$ cat src/sv/blpwm_pkg.sv
// ----------------------------------------------------------------------------
// blpwm_pkg
// Types and constants shared by the backlight PWM level converter modules.
// ----------------------------------------------------------------------------
`default_nettype none

package blpwm_pkg;

  localparam int ALU_W = 49;

  localparam logic CMD_SET  = 1'b0;
  localparam logic CMD_READ = 1'b1;

  localparam logic [1:0] CFG_PWM_PERIOD        = 2'd0;
  localparam logic [1:0] CFG_PERIOD_BIT_COUNT  = 2'd1;
  localparam logic [1:0] CFG_FRACTIONAL_ENABLE = 2'd2;

  localparam logic [15:0] RST_PWM_PERIOD        = 16'd4000;
  localparam logic [3:0]  RST_PERIOD_BIT_COUNT  = 4'd12;
  localparam logic        RST_FRACTIONAL_ENABLE = 1'b1;

  localparam logic [15:0] DIV_ZERO_SUBST = 16'hFFFF;

  typedef struct packed {
    logic        command;
    logic [31:0] level;
  } cmd_t;

  typedef struct packed {
    logic [31:0] level_readback;
    logic [15:0] duty_count;
  } res_t;

  typedef struct packed {
    logic             sub;
    logic [ALU_W-1:0] a;
    logic [ALU_W-1:0] b;
  } alu_req_t;

endpackage

`default_nettype wire

$ cat src/sv/blpwm_alu.sv
// ----------------------------------------------------------------------------
// blpwm_alu
// Shared adder and subtractor used by every step of the converter sequencer.
// ----------------------------------------------------------------------------
`default_nettype none

module blpwm_alu (
  input  blpwm_pkg::alu_req_t            req,
  output logic [blpwm_pkg::ALU_W-1:0]    sum
);
  import blpwm_pkg::*;

  assign sum = req.sub ? (req.a - req.b) : (req.a + req.b);

endmodule

`default_nettype wire

$ cat src/sv/backlight_pwm_level_converter_unit.sv
// ----------------------------------------------------------------------------
// backlight_pwm_level_converter_unit
// Converts an unsigned level with period_bit_count fraction bits to a PWM
// duty count and back again, using one shared adder under a small sequencer.
// ----------------------------------------------------------------------------
// set request: 16 shift-add multiply steps plus one rounding step; the result is
//   registered from S_FIN once the output register is free.
// read request: 33 restoring divide steps plus one rounding step; the result is
//   registered from S_FIN once the output register is free.
// one request in flight; the output register lets the next request start.
// synchronous reset clears the duty store and loads register defaults.
// ----------------------------------------------------------------------------
`default_nettype none

module backlight_pwm_level_converter_unit (
  input  logic               clk,
  input  logic               rst,
  input  logic               cmd_valid,
  output logic               cmd_stall,
  input  blpwm_pkg::cmd_t    cmd_data,
  output logic               res_valid,
  input  logic               res_stall,
  output blpwm_pkg::res_t    res_data,
  input  logic               cfg_valid,
  output logic               cfg_ready,
  input  logic [1:0]         cfg_index,
  input  logic [15:0]        cfg_data
);
  import blpwm_pkg::*;

  typedef enum logic [1:0] {S_IDLE, S_MUL, S_DIV, S_FIN} state_t;

  state_t      state;
  logic [5:0]  cnt;
  logic        cmd_r;
  logic [31:0] level_r;
  logic [4:0]  bits_r;
  logic [15:0] period_r;
  logic [15:0] divisor;
  logic [47:0] acc;
  logic [32:0] dvd;
  logic [15:0] rem;
  logic [32:0] quo;
  logic [15:0] active_duty;
  logic [15:0] pwm_period;
  logic [3:0]  period_bit_count;
  logic        fractional_enable;

  logic [4:0]       bits_in;
  logic [15:0]      bmask;
  logic [15:0]      pmask;
  logic [15:0]      period_in;
  logic [15:0]      duty_in;
  logic [32:0]      dvd_in;
  logic [47:0]      acc_shr;
  logic [47:0]      acc_rnd;
  logic [15:0]      rem_sh;
  logic             borrow;
  logic             res_free;
  alu_req_t         alu_req;
  logic [ALU_W-1:0] alu_sum;

  blpwm_alu u_alu (
    .req (alu_req),
    .sum (alu_sum)
  );

  // field decode for the request being accepted
  always_comb begin
    bits_in   = (period_bit_count == 4'd0) ? 5'd16 : {1'b0, period_bit_count};
    bmask     = 16'((17'd1 << bits_in) - 17'd1);
    pmask     = bmask << (5'd16 - bits_in);
    period_in = pwm_period & bmask;
    duty_in   = fractional_enable ? active_duty : (active_duty & pmask);
    dvd_in    = 33'(duty_in) << (bits_in + 5'd1);
  end

  assign acc_shr  = acc >> bits_r;
  assign acc_rnd  = acc >> (bits_r - 5'd1);
  assign rem_sh   = {rem[14:0], dvd[32]};
  assign borrow   = alu_sum[ALU_W-1];
  assign res_free = !res_valid || !res_stall;

  assign cmd_stall = (state != S_IDLE);
  assign cfg_ready = 1'b1;

  // operand selection for the shared adder
  always_comb begin
    alu_req = '0;
    unique case (state)
      S_MUL: begin
        alu_req.sub = 1'b0;
        alu_req.a   = ALU_W'({acc[46:0], 1'b0});
        alu_req.b   = period_r[cnt[3:0]] ? ALU_W'(level_r) : '0;
      end
      S_DIV: begin
        alu_req.sub = 1'b1;
        alu_req.a   = ALU_W'({rem, dvd[32]});
        alu_req.b   = ALU_W'(divisor);
      end
      S_FIN: begin
        alu_req.sub = 1'b0;
        if (cmd_r == CMD_SET) begin
          alu_req.a = ALU_W'(acc_shr[15:0]);
          alu_req.b = ALU_W'(acc_rnd[0]);
        end else begin
          alu_req.a = ALU_W'(quo);
          alu_req.b = ALU_W'(1'b1);
        end
      end
      default: alu_req = '0;
    endcase
  end

  always_ff @(posedge clk) begin
    if (rst) begin
      state             <= S_IDLE;
      res_valid         <= 1'b0;
      active_duty       <= '0;
      pwm_period        <= RST_PWM_PERIOD;
      period_bit_count  <= RST_PERIOD_BIT_COUNT;
      fractional_enable <= RST_FRACTIONAL_ENABLE;
    end else begin
      if (cfg_valid && cfg_ready) begin
        unique case (cfg_index)
          CFG_PWM_PERIOD:        pwm_period        <= cfg_data;
          CFG_PERIOD_BIT_COUNT:  period_bit_count  <= cfg_data[3:0];
          CFG_FRACTIONAL_ENABLE: fractional_enable <= cfg_data[0];
          default: ;
        endcase
      end

      if (res_valid && !res_stall && state != S_FIN) begin
        res_valid <= 1'b0;
      end

      unique case (state)
        S_IDLE: begin
          if (cmd_valid) begin
            cmd_r    <= cmd_data.command;
            level_r  <= cmd_data.level;
            bits_r   <= bits_in;
            period_r <= period_in;
            divisor  <= (period_in == 16'd0) ? DIV_ZERO_SUBST : period_in;
            acc      <= '0;
            rem      <= '0;
            quo      <= '0;
            dvd      <= dvd_in;
            if (cmd_data.command == CMD_SET) begin
              cnt   <= 6'd15;
              state <= S_MUL;
            end else begin
              cnt   <= 6'd32;
              state <= S_DIV;
            end
          end
        end
        S_MUL: begin
          acc <= alu_sum[47:0];
          if (cnt == 6'd0) begin
            state <= S_FIN;
          end else begin
            cnt <= cnt - 6'd1;
          end
        end
        S_DIV: begin
          rem <= borrow ? rem_sh : alu_sum[15:0];
          quo <= {quo[31:0], !borrow};
          dvd <= {dvd[31:0], 1'b0};
          if (cnt == 6'd0) begin
            state <= S_FIN;
          end else begin
            cnt <= cnt - 6'd1;
          end
        end
        S_FIN: begin
          if (res_free) begin
            res_valid <= 1'b1;
            state     <= S_IDLE;
            if (cmd_r == CMD_SET) begin
              active_duty             <= alu_sum[15:0];
              res_data.level_readback <= '0;
              res_data.duty_count     <= alu_sum[15:0];
            end else begin
              res_data.level_readback <= alu_sum[32:1];
              res_data.duty_count     <= active_duty;
            end
          end
        end
        default: state <= S_IDLE;
      endcase
    end
  end

endmodule

`default_nettype wire
$ cat config.mk
export PLATFORM = sky130hd
export DESIGN_NAME = backlight_pwm_level_converter_unit
export DESIGN_NICKNAME = d
export VERILOG_FILES = /design/src/sv/blpwm_pkg.sv /design/src/sv/blpwm_alu.sv /design/src/sv/backlight_pwm_level_converter_unit.sv
export SDC_FILE = /design/constraint.sdc
export NUM_CORES = 1
export LEC_CHECK = 0
export BUFFER_PORTS_ARGS = -buffer_cell sky130_fd_sc_hd__buf_4
export CORE_UTILIZATION = 50
export DETAILED_ROUTE_END_ITERATION = 8
export GPL_TIMING_DRIVEN = 0
export PLACE_DENSITY_LB_ADDON = 0.25
export SYNTH_ARGS = -nofsm -noshare
export SYNTH_HDL_FRONTEND = slang
export SYNTH_SLANG_ARGS = --single-unit
$ cat constraint.sdc
create_clock -name clk -period 23 [get_ports clk]
set_input_delay 3.45 -clock clk [delete_from_list [all_inputs] [get_ports clk]]
set_output_delay 3.45 -clock clk [all_outputs]
set_load 0.01 [all_outputs]
Word level (Yosys, flattened, before mapping)
Index checks and enable logic that the tools add are counted.
{"block": "totals", "ff_bits": 294, "in_bits": 56, "elab_cells": 101}
{"block": "classes", "addsub": 7, "n_lt_le_gt_ge": 1, "n_eq_ne": 10, "shifts": 5, "mux": 30, "n_bitwise": 4, "n_reduce_logical": 26}
{"operator": "99-bit one-hot mux with 3 select lines", "count": 1}
{"operator": "33-bit one-hot mux with 2 select lines", "count": 2}
{"operator": "48-bit one-hot mux with 2 select lines", "count": 1}
{"operator": "82-bit two-way mux", "count": 1}
{"operator": "33-bit two-way mux", "count": 2}
{"operator": "16-bit two-way mux", "count": 4}
{"operator": "49-bit adder", "count": 1}
{"operator": "49-bit two-way mux", "count": 1}
{"operator": "49-bit subtractor", "count": 1}
{"operator": "48-bit two-way mux", "count": 1}
{"operator": "48-bit by 5-bit >> shifter with 1-bit output", "count": 1}
{"operator": "48-bit by 5-bit >> shifter with 16-bit output", "count": 1}
{"operator": "16-bit by 5-bit left shift with 33-bit output", "count": 1}
{"operator": "16-bit bitwise AND", "count": 2}
{"operator": "32-bit two-way mux", "count": 1}
{"operator": "16-bit one-hot mux with 2 select lines", "count": 1}
{"operator": "6-bit two-way mux", "count": 3}
{"operator": "3-bit AND reduction", "count": 6}
{"operator": "16-bit zero test", "count": 1}
{"operator": "1-bit by 5-bit left shift with 16-bit output (first input constant)", "count": 1}
{"operator": "16-bit by 5-bit left shift with 16-bit output", "count": 1}
{"operator": "16-bit by 1-bit subtractor with 16-bit output (second input constant)", "count": 1}
{"operator": "6-bit one-hot mux with 2 select lines", "count": 1}
{"operator": "2-bit two-way mux", "count": 4}
{"operator": "other kinds (24)", "count": 43}

Depth between registers and ports, before layout
{"block": "depth", "depth_word": 10, "depth_mapped": 32, "ltp_nobuf": 25}

Cells and area by module
From an unflattened synthesis, not the netlist that was laid out.
{"block": "hier_totals", "cells_unflattened": 2321, "hier_area_um2": 21595.7}
{"module": "backlight_pwm_level_converter_unit", "instances": 1, "cells_per_inst": 1703, "area_each_um2": 17586.9, "seq_area_each_um2": 8398.1}
{"module": "blpwm_alu", "instances": 1, "cells_per_inst": 618, "area_each_um2": 4008.8, "seq_area_each_um2": 0.0}

Worst setup path after synthesis
Ideal clock, no wire load.
{"block": "synth_path", "path_kind": "input-to-reg", "from": "input port rst", "to": "register dvd[0], enable pin", "arrival_ns": 7.260, "path_slack_ns": 15.217, "cell_stages": 3, "n_path_buf": 2, "cell_sequence": "clkbuf_1 clkbuf_1 nor2_1"}
{"block": "synth_via", "elab_chain_len": 2}
{"element": "start, declared", "line_no": "backlight_pwm_level_converter_unit.sv:17", "source": "input logic rst,"}
{"element": "1-bit NOT (no line)"}
{"element": "3-bit AND reduction (no line)"}
{"element": "end signal, assigned", "line_no": "backlight_pwm_level_converter_unit.sv:148", "source": "dvd <= dvd_in;"}
{"element": "end signal, assigned", "line_no": "backlight_pwm_level_converter_unit.sv:169", "source": "dvd <= {dvd[31:0], 1'b0};"}
{"element": "end, declared", "line_no": "backlight_pwm_level_converter_unit.sv:41", "source": "logic [32:0] dvd;"}
No other way between the ends.
A chain may end at the register's enable or synchronous reset.

Final worst setup path
{"block": "layout_path", "from": "register bits_r[0]", "to": "register rem[2], data pin"}
{"block": "layout_via", "elab_chain_len": 8}
{"element": "start, declared", "line_no": "backlight_pwm_level_converter_unit.sv:37", "source": "logic [4:0] bits_r;"}
{"element": "start signal, assigned", "line_no": "backlight_pwm_level_converter_unit.sv:142", "source": "bits_r <= bits_in;"}
{"element": "5-bit by 1-bit subtractor with 5-bit output", "line_no": "backlight_pwm_level_converter_unit.sv:79", "source": "assign acc_rnd = acc >> (bits_r - 5'd1);"}
{"element": "48-bit by 5-bit >> shifter with 1-bit output", "line_no": "backlight_pwm_level_converter_unit.sv:79"}
{"element": "82-bit two-way mux *", "line_no": "backlight_pwm_level_converter_unit.sv:103", "source": "if (cmd_r == CMD_SET) begin"}
{"element": "99-bit one-hot mux with 3 select lines *", "line_no": "backlight_pwm_level_converter_unit.sv:90", "source": "unique case (state)"}
{"element": "49-bit adder or 49-bit subtractor (tied branches)", "line_no": "blpwm_alu.sv:13", "source": "assign sum = req.sub ? (req.a - req.b) : (req.a + req.b);"}
{"element": "49-bit two-way mux *", "line_no": "blpwm_alu.sv:13"}
{"element": "16-bit two-way mux *", "line_no": "backlight_pwm_level_converter_unit.sv:167", "source": "rem <= borrow ? rem_sh : alu_sum[15:0];"}
{"element": "16-bit one-hot mux with 2 select lines *", "line_no": "backlight_pwm_level_converter_unit.sv:137", "source": "unique case (state)"}
{"element": "end signal, assigned", "line_no": "backlight_pwm_level_converter_unit.sv:167"}
{"element": "end, declared", "line_no": "backlight_pwm_level_converter_unit.sv:42", "source": "logic [15:0] rem;"}
Mark *: on every way between the ends. The rest lies on a longest branch, timed or not.

==> key figures <==
Status
  • Status: finished clean

Synth
  • Seq/Total Area, Yosys: 40.4%
  • Netlist Area Pre-Place: 20800 um^2
  • Synth unique cells: 91
  • Cells after synthesis: 2244
  • Syn Area/Cell: 9.25 um^2
  • Synthesized flop and latch total: 293
  • EDFF count, synth: 253
  • Async S/R FF share, synth: 0%
  • Ys flop type: edfxtp_1
  • Synth Warn #: 0
  • Post-Syn Nets: 2369

Worst setup path
  • Slowest stage delay, CP: 590 ps
  • CP delay by family, top: buffers and inverters
  • Crit Path Max Fanout: 10
  • Most frequent CP cell: nand3_1
  • Critical path class: reg -> reg
  • Worst path slowest cell: buf_1
  • CP startpoint kind: register
  • Required @ worst endpoint: 23280 ps
  • Crit path capture type: register
  • Arrival @ worst endpoint: 9880 ps
  • Worst path bufs/invs: 8

Timing
  • Tcrit/Tclk final: 41.7%
  • RSZ-0062 raised after global routing: false
  • Final Max Tran Viols: 0
  • Setup TNS: 0 ps
  • Min cycle time layout: 9600 ps
  • Worst setup margin: 13400 ps
  • Layout Skew: 28.5 ps
  • Final setup viols: 0
  • Achievable Freq: 0.104 GHz
  • Final Hold Viols: 0
  • Worst Tran Pin Value: 1060 ps
  • Slew margin rel.: 29.1%

Die
  • # rows: 74
  • Core box area: 40900 um^2
  • Die Wd: 206 um
  • Die H: 206 um
  • I/O pin count: 107
  • Die Area: 42400 um^2
  • Initial Util: 50.7%

Pwr
  • Leak: 0.00890 uW
  • Maximum vdd drop: 0.0847 mV
  • Pwr/cell area: 150 nW/um^2

Finish
  • Most common cell after layout, fill and taps aside: nand2_1
  • Area growth syn-to-layout: 13.1%
  • Diode count: 0
  • Most frequent cells in the layout: 278 x nand2_1, 253 x edfxtp_1, 179 x a21oi_1
  • Share of layout cells above drive strength 1: 11.4%
  • Fin nets: 2516

Detailed routing
  • Drt pass-1 iters: 8
  • Vias per cell: 6.53
  • Vias: 19200
  • Iter 0 DRT Violations: 2049
  • DRC Markers: 0
  • Wirelength, routed: 74700 um
  • Routed length per instance: 25.4 um
  • Final ANT Viol Nets: 0

CTS
  • Num CTS Buffers: 35
  • Setup bufs post-CTS: 0
  • Post_cts resized: 0
  • Clock buffer depth: 3
  • Clock Latency Late Sink: 570 ps
  • Clk sink count: 293
  • Reg clk slew, reported paths: 60 ps
  • H-tree level count: 2
  • CTS tree: built
  • Post-CTS Hold Buffers: 0
  • Root Driver: clkbuf_16

Global routing
  • Largest net degree at the start of global routing: 53
  • Total gr overflow: 0
  • First-pass GRT wire length: 111000 um
  • Total Routing Usage GR: 35.2%
  • Vias in the first global route: 18200
  • Initial antenna violation count: 0

Placement
  • RePlAce Congestion: 1.01
  • Worst slack, placed: 13640 ps
  • DPL Wire Length: 58200 um
  • Port Buffer Count: 104

Run
  • Max-Cap Viols: 0

Worst hold path
  • Hold crit path type: reg -> reg
-- area by class of cell --
cell class,count,area (um^2)
plain buffers,163,646
clock buffers,41,930
clock inverters,20,224
fillers,3614,17400
inverters,54,203
multi-input cells,1734,11500
flip-flops and latches,293,8400
well taps,532,666
repair buffers,110,893
-- kinds of logic after synthesis --
group | Yosys count | share of synthesized area [%]
xor+xnor | 55 | 2.32
compound gates | 661 | 21.4
flops | 293 | 40.4
simple gates | 824 | 19.9
buf+inv | 217 | 4.09
mux | 124 | 7.65
other cells | 1 | 0.0181
fa+ha+maj | 69 | 4.19
-- metal layers --
metal | vias to the layer above | GRT usage, % | share of wire [%]
met2 | 915 | 58.9 | 47
met1 | 9399 | 43.8 | 40
met4 | 0 | 18.2 | 5.7
met3 | 207 | 5.35 | 7.4
li1 | 8715 | - | -
met5 | - | 0 | 0
-- synthesized netlist by cell type (all sizes together), types with 7 or more instances --
cell type,instances,area (um^2)
nand2,278,1040
edfxtp,253,7600
a21oi,180,912
and2,138,863
o21ai,125,626
clkbuf,122,458
nor2,122,465
ha,68,851
nand3,68,340
mux2i,62,621
a21o,53,398
inv,53,199
xnor2,46,403
o211ai,43,323
nor3,42,226
buf,41,188
dfxtp,40,801
mux2,38,428
nand2b,32,200
nor2b,30,188
a22o,27,236
mux4,24,541
a31oi,23,144
a211oi,19,143
a222oi,17,170
a22oi,17,133
o31ai,17,128
or3,17,106
nand4,15,93.8
nor4,15,93.8
o21a,15,114
and3,12,75.1
or2,12,75.1
a211o,10,87.6
nand3b,9,67.6
nor3b,9,72.6
xor2,9,78.8
and4,8,70.1
o221ai,8,70.1
a221o,7,70.1
a221oi,7,61.3
o22ai,7,43.8
o31a,7,61.3
or4,7,52.6
-- sequential cells by signal, indices dropped and copies added (netlist names), 2 cells and up --
register and cells:
res_data 48, acc 47, dvd 33, quo 33, level_r 32, active_duty 16, divisor 16, period_r 16
pwm_period 16, rem 16, cnt 6, bits_r 5, period_bit_count 4, state 2
-- stage by stage --
stage | area (um^2) | hold WS (ps) | power (uW) | cells | utilization [%]
after floorplan | 20800 | 432 | 2270 | 2244 | -
after global placement | 22200 | 445 | 2880 | 2880 | 54.3
after detailed placement | 22300 | 453 | 2910 | 2886 | 54.6
after CTS | 23500 | 461 | 3490 | 2947 | 57.4
after global routing | 23500 | 486 | 3740 | 2947 | 57.4
final | 23500 | 465 | 3530 | 2947 | 57.4
-- where the power goes --
group / internal [uW] / switching, uW / total (uW)
clock: 336 / 235 / 571
combinational: 791 / 1330 / 2120
sequential: 758 / 85.3 / 844
-- path summary, 6_finish.rpt --
check / endpoint / slack (ps) / startpoint / cells past startpoint
hold / removal: pwm_period[15] / 460 / pwm_period[15] / 2
setup / recovery: rem[2] / 13400 / bits_r[0] / 30
setup reg to reg: rem[2] / 13400 / bits_r[0] / 30
hold reg to reg: pwm_period[15] / 460 / pwm_period[15] / 2
-- tightest hold or removal path: stages (launching register included) --
cell	delay, ps
dfxtp_1	310
nand2_1	50
a21oi_1	50
(Power assumes the default switching activity.)
